File: src/design/c2s_pkg.sv
`default_nettype none
package c2s_pkg;

  localparam int COORD_BITS_DEF = 24;
  localparam int ANGLE_BITS_DEF = 24;

  // CORDIC datapath: coordinates are scaled so that they sit just under bit 59.
  localparam int CORDIC_W     = 64;
  localparam int CORDIC_ITERS = 32;
  localparam int SCALE_TOP    = 59;

  // Gain of the 32-step CORDIC in Q30.
  localparam logic [30:0] GAIN_Q30  = 31'd1768195363;
  localparam logic [31:0] HALF_TURN = 32'h8000_0000;

  // Stages in one CORDIC pass: one pre-rotation stage plus one stage per step.
  localparam int CORDIC_LAT = CORDIC_ITERS + 1;

  // Elementary angles atan(2^-i) as 32-bit fractions of a turn.
  function automatic logic [31:0] atan_turn(input int unsigned idx);
    logic [31:0] v;
    case (idx)
      0:  v = 32'h20000000;
      1:  v = 32'h12E4051E;
      2:  v = 32'h09FB385B;
      3:  v = 32'h051111D4;
      4:  v = 32'h028B0D43;
      5:  v = 32'h0145D7E1;
      6:  v = 32'h00A2F61E;
      7:  v = 32'h00517C55;
      8:  v = 32'h0028BE53;
      9:  v = 32'h00145F2F;
      10: v = 32'h000A2F98;
      11: v = 32'h000517CC;
      12: v = 32'h00028BE6;
      13: v = 32'h000145F3;
      14: v = 32'h0000A2FA;
      15: v = 32'h0000517D;
      16: v = 32'h000028BE;
      17: v = 32'h0000145F;
      18: v = 32'h00000A30;
      19: v = 32'h00000518;
      20: v = 32'h0000028C;
      21: v = 32'h00000146;
      22: v = 32'h000000A3;
      23: v = 32'h00000051;
      24: v = 32'h00000029;
      25: v = 32'h00000014;
      26: v = 32'h0000000A;
      27: v = 32'h00000005;
      28: v = 32'h00000003;
      29: v = 32'h00000001;
      30: v = 32'h00000001;
      default: v = 32'h00000000;
    endcase
    return v;
  endfunction

endpackage
`default_nettype wire

File: src/design/c2s_sqrt.sv
`default_nettype none
module c2s_sqrt #(
  parameter int CB = c2s_pkg::COORD_BITS_DEF
) (
  input  wire logic            clk_i,
  input  wire logic            en_i,
  input  wire logic [2*CB-1:0] sq_x_i,
  input  wire logic [2*CB-1:0] sq_y_i,
  input  wire logic [2*CB-1:0] sq_z_i,
  output logic      [CB-1:0]   radius_o
);

  // One result bit per stage, restoring square root; the remainder is sq - root^2.
  logic [2*CB-1:0] n_q    [CB+1];
  logic [CB+1:0]   rem_q  [CB+1];
  logic [CB-1:0]   root_q [CB+1];
  logic [CB-1:0]   radius_q;

  always_ff @(posedge clk_i) begin
    if (en_i) begin
      n_q[0]    <= sq_x_i + sq_y_i + sq_z_i;
      rem_q[0]  <= '0;
      root_q[0] <= '0;
    end
  end

  for (genvar k = 0; k < CB; k++) begin : g_step
    logic [CB+1:0] rem_sh;
    logic [CB+1:0] trial;
    logic          take;

    assign rem_sh = {rem_q[k][CB-1:0], n_q[k][2*CB-1 -: 2]};
    assign trial  = {root_q[k], 2'b01};
    assign take   = (rem_sh >= trial);

    always_ff @(posedge clk_i) begin
      if (en_i) begin
        n_q[k+1]    <= {n_q[k][2*CB-3:0], 2'b00};
        rem_q[k+1]  <= take ? (rem_sh - trial) : rem_sh;
        root_q[k+1] <= {root_q[k][CB-2:0], take};
      end
    end
  end

  // Round to nearest: step up when the remainder exceeds the root.
  always_ff @(posedge clk_i) begin
    if (en_i) begin
      radius_q <= (rem_q[CB] > {2'b00, root_q[CB]}) ? root_q[CB] + 1'b1 : root_q[CB];
    end
  end

  assign radius_o = radius_q;

endmodule
`default_nettype wire

File: config.mk
export PLATFORM = sky130hd
export DESIGN_NAME = c2s_sqrt
export DESIGN_NICKNAME = d
export VERILOG_FILES = /design/src/design/c2s_pkg.sv /design/src/design/c2s_sqrt.sv
export SDC_FILE = /design/constraint.sdc
export NUM_CORES = 2
export LEC_CHECK = 0
export ABC_AREA = 1
export BUFFER_PORTS_ARGS = -buffer_cell sky130_fd_sc_hd__buf_2
export CAP_MARGIN = 15
export CORE_MARGIN = 2
export CORE_UTILIZATION = 50
export CTS_CLUSTER_SIZE = 8
export DETAILED_ROUTE_END_ITERATION = 7
export GPL_ROUTABILITY_DRIVEN = 0
export PLACE_DENSITY = 0.76
export SLEW_MARGIN = 20
export SYNTH_ARGS = -nofsm -noshare
export SYNTH_HDL_FRONTEND = slang
export SYNTH_SLANG_ARGS = --single-unit
File: constraint.sdc
create_clock -name clk_i -period 4.4 [get_ports clk_i]
set_input_delay 0.88 -clock clk_i [delete_from_list [all_inputs] [get_ports clk_i]]
set_output_delay 0.88 -clock clk_i [all_outputs]
set_load 0.05 [all_outputs]
### Word-level counts from Yosys, hierarchy flattened

Memory sizes are Yosys's and may differ from the RTL's.
Cells that the tools add are included.

* register bits: 24
* bits in writable memories: 2450
* input port bits: 146
* output and inout port bits: 24
* memories kept: 3

Memories
* n_q: words 25, bits a word 48, read ports 24, clocked after memory_dff 0, write ports 25, RTL line c2s_sqrt.sv:14 `logic [2*CB-1:0] n_q [CB+1];`
* rem_q: words 25, bits a word 26, read ports 25, clocked after memory_dff 0, write ports 25, RTL line c2s_sqrt.sv:15 `logic [CB+1:0] rem_q [CB+1];`
* root_q: words 25, bits a word 24, read ports 25, clocked after memory_dff 0, write ports 25, RTL line c2s_sqrt.sv:16 `logic [CB-1:0] root_q [CB+1];`

* add/subtract/negate cells: 27
* $lt $le $gt $ge: 25
* multiplexer cells: 27

Operators with widths (count)
* $ge 26x26->1: 24
* $mux 26: 24
* $sub 26x26->26: 24
* $add 48x48->48: 2
* $gt 26x24->1: 1
* $add 24x1->24 const B: 1
* $mux 24: 1
* $mux 1: 2

### Logic depth before layout (Yosys ltp)

An unclocked memory read counts as a cell.

* depth after elaboration: 3
* mapped depth: 15
* depth with buffers taken out: 15

### Worst setup path before layout

OpenSTA, ideal clock, no wires.

* kind: input to register
* start: input port sq_x_i[1]
* end: memory n_q[0][41] (netlist bit), data pin
* library setup time: 0.252 ns
* arrival time: 2.828 ns
* required time: 4.148 ns
* setup slack: 1.320 ns
* stages: 13
* cell sequence: fa_1 -> ha_1 -> fa_1 -> nand3_1 -> nand3_1 -> nand2_1 -> nand2_1 -> nand2_1 -> nand3_1 -> nand2_1 -> nand2_1 -> nand2_1 -> nand2_1

RTL lines
* from (decl): RTL line c2s_sqrt.sv:7 `input wire logic [2*CB-1:0] sq_x_i,`
* to (decl): RTL line c2s_sqrt.sv:14

==> results by group <==
Clocking
  • Max clock buf depth: 3
  • Clock sink total: 1471
  • Hold buffer count at cts: 0
  • Setup bufs post-CTS: 0
  • CTS Buf Count: 204
  • Clock transition at the registers of the reported paths: 0.05 ns
  • Post-CTS Resized: 0
  • Root Buffer: clkbuf_16
  • H-tree depth: 4
  • Worst skew pair latency: 0.83 ns
  • CTS tree: built

Worst setup path
  • CP max FO: 25
  • Worst setup SP type: flop
  • R2r setup slk: 1.33 ns
  • WP data required: 5.04 ns
  • Worst flop-to-flop path startpoint: root_q[20][7]$_DFFE_PP_
  • Crit path DAT: 3.71 ns
  • R2r worst-path depth: 13
  • Crit path kind: reg2reg
  • R2R Path End: rem_q[21][13]$_DFFE_PP_
  • CP Capture Type: flop

Timing
  • F_max: 326 MHz
  • Final Hold Slack: 0.390 ns
  • Final Hold Viols: 0
  • Slew Limit Headroom: 0.329
  • Worst-margin pin slew: 1.01 ns
  • Max-slew violation count: 0
  • Clock skew: 0.0791 ns
  • Total negative slack: 0 ns
  • Tmin final: 3.07 ns
  • Final cycle utilization of the critical path: 0.698
  • Setup ws final: 1.33 ns
  • Setup-failing EPs final: 0
  • RSZ-0062 raised after global routing: no

Logic synthesis
  • #FFs+latches synth: 1471
  • Most numerous cell in the Yosys netlist: nand2_1
  • Largest family of logic cells by synthesized area: simple AND/OR/NAND/NOR gates
  • Synth Area in XOR/XNOR: 0.0286
  • Synth area leader: edfxtp_1
  • Post-synthesis mux area share: 0
  • Synth Area in Simple Gates: 0.260
  • Count of cell types in the netlist: 51
  • Post-synthesis async set-or-reset flop share: 0
  • Synth Warn #: 0
  • Synthesized area per cell: 8.58 um2
  • Synth Area in Compound Gates: 0.0398
  • Syn Inst Count: 9939
  • Syn Nets: 10500
  • Share of the synthesized area in the top cell type: 0.518
  • Area contributors post-synth: edfxtp_1, nand2_1, inv_1, ha_1, nor2_1
  • Sequential area share after synthesis: 0.518
  • Post-synthesis adder-cell area fraction: 0.0697
  • Number of synthesized flops with an enable pin: 1471
  • Top cells by count, synth: nand2_1, inv_1, edfxtp_1, nor2_1, nand3_1
  • Top_reg_cell synth: edfxtp_1
  • Post-Syn Area: 85300 um2

Route
  • Drt drc: 0
  • DR WL met2: 98.8 mm
  • Antenna violation net count after detailed routing: 0
  • Routed via count: 67000
  • Via density: 5.36
  • WL/cell: 16.6 um
  • M1 WL: 82.2 mm
  • Post-Route WL: 207 mm
  • DR top layer: met4
  • Initial DRC count: 6694
  • Drt pass-1 iters: 8
  • Met3 WL post-DR: 15.0 mm

Final layout
  • Antenna diode count: 0
  • Post-Layout Cell Count: 12500
  • Final nets: 10900
  • Design Area, Final: 94300 um2
  • Layout cell share with drive strength beyond 1: 0.0588
  • Area grow syn2layout: 10.6%

Power and ir drop
  • Leakage: 0.0436 uW
  • IR drop worst, VDD: 0.000395 V
  • Sw Share: 0.326
  • Seq pwr share: 0.431
  • Pwr dens: 470 nW/um2
  • Sw Pwr: 14400 uW
  • Comb power frac: 0.254
  • Pint: 29900 uW
  • Clock power share: 0.315

Floorplan
  • I/O pins: 170
  • Die height: 417 um
  • Site Rows: 151
  • Core area: 169000 um2
  • Die area: 174000 um2
  • Initial Util: 0.503
  • Die width: 417 um

Global routing
  • Number of antenna violations at the first check in global routing: 0
  • Largest net degree at the start of global routing: 123
  • First-pass GRT wire length: 330 mm
  • Vias in the first global route: 64100
  • GRT Total Usage: 0.236
  • GRT Residual Overflow: 0

Place
  • Post-DP Area: 88700 um2
  • Port Buffers: 169
  • Dpl cells: 12300
  • Dpl ws: 0.778 ns
  • DP HPWL: 156 mm

Min path
  • Hold path endpoint: n_q[2][143]$_DFFE_PP_
  • Hold Path Class: reg2reg
  • Hold Crit Start: n_q[2][93]$_DFFE_PP_
  • Hold-critical path depth: 0

Status
  • Status: complete, no violations

Flow run
  • Max-capacitance violation count: 0
power groups by stage:
stage	Combinational (uW)	Clock, uW	Sequential [uW]
2_1_floorplan	7910	0	18900
3_3_place_gp	10700	0	19300
3_5_place_dp	11000	0	19300
4_1_cts	11000	14300	19100
5_1_grt	12700	14800	19200
6_report	11300	14000	19100
final cells by class:
type,count,area (um2)
multi-input cells,6670,34000
repair buffers,205,1370
well taps,2218,2780
flip-flops and latches,1471,44200
inverters,1716,6450
clock buffers,216,5170
clock inverters,18,388
fillers,14400,75200
metal layers:
layer  GRT usage  up-vias
li1            -    32600
met1       0.294    30700
met2       0.401     3026
met3      0.0352      677
met4       0.120        0
met5           0        -
sequential cells by signal, summed over array words and instances, names as in the netlist:
| register | count |
|---|---|
| rem_q | 547 |
| n_q | 600 |
| radius_o | 24 |
| root_q | 300 |
critical path: stages, from the launching register on:
cell and delay (ns):
edfxtp_1 0.43, inv_1 0.07, ha_1 0.34, nand2_2 0.12, inv_1 0.05, nand2_1 0.05
nand2_1 0.09, inv_1 0.07, nand3_1 0.24, nand2_1 0.15, nand3_2 0.49, inv_2 0.55
nand2_1 0.12, nand2_1 0.12
worst max path at each step:
stage | slack (ns) | cells after the start | endpoint | startpoint
final | 1.33 | 13 | rem_q[21][13]$_DFFE_PP_ | root_q[20][7]$_DFFE_PP_
after global routing | 1.12 | 13 | rem_q[21][13]$_DFFE_PP_ | root_q[20][1]$_DFFE_PP_
after CTS | 1.37 | 13 | rem_q[21][13]$_DFFE_PP_ | root_q[20][6]$_DFFE_PP_
after detailed placement | 0.78 | 14 | n_q[0][41]$_DFFE_PP_ | sq_x_i[1]
after global placement | 0.74 | 14 | n_q[0][41]$_DFFE_PP_ | sq_x_i[1]
after floorplan | 1.32 | 13 | n_q[0][41]$_DFFE_PP_ | sq_x_i[1]
cell usage in the layout, fill, tap and decap left out, types with 92 or more instances in the layout:
cell       Yosys  routed
ha_1         398     398
buf_2         25     168
nor2_1       824     824
edfxtp_1    1471    1471
o21ai_0      120     120
xor2_1       184     184
clkbuf_16      0     205
a21oi_1      337     336
xnor2_1       94      94
nand4_1      161     161
nand2_1     3411    3411
inv_1       1697    1697
nand3b_1      92      92
nand3_1      598     598
cell families (layout without fill, tap and decap cells):
family / Yosys count / after routing
adders and majority gates: 446 / 446
other: 1 / 1
buffers and inverters: 1798 / 2155
AOI/OAI and AO/OA: 624 / 624
xor gates and xnor gates: 278 / 278
DFF: 1471 / 1471
and+or+nand+nor: 5321 / 5321
through the flow:
| step | power [uW] | utilization |
|---|---|---|
| 2_1_floorplan | 26900 | - |
| 3_3_place_gp | 29900 | 0.524 |
| 3_5_place_dp | 30300 | 0.524 |
| 4_1_cts | 44400 | 0.556 |
| 5_1_grt | 46700 | 0.556 |
| 6_report | 44300 | 0.556 |
Power figures use the tool's default switching activity.
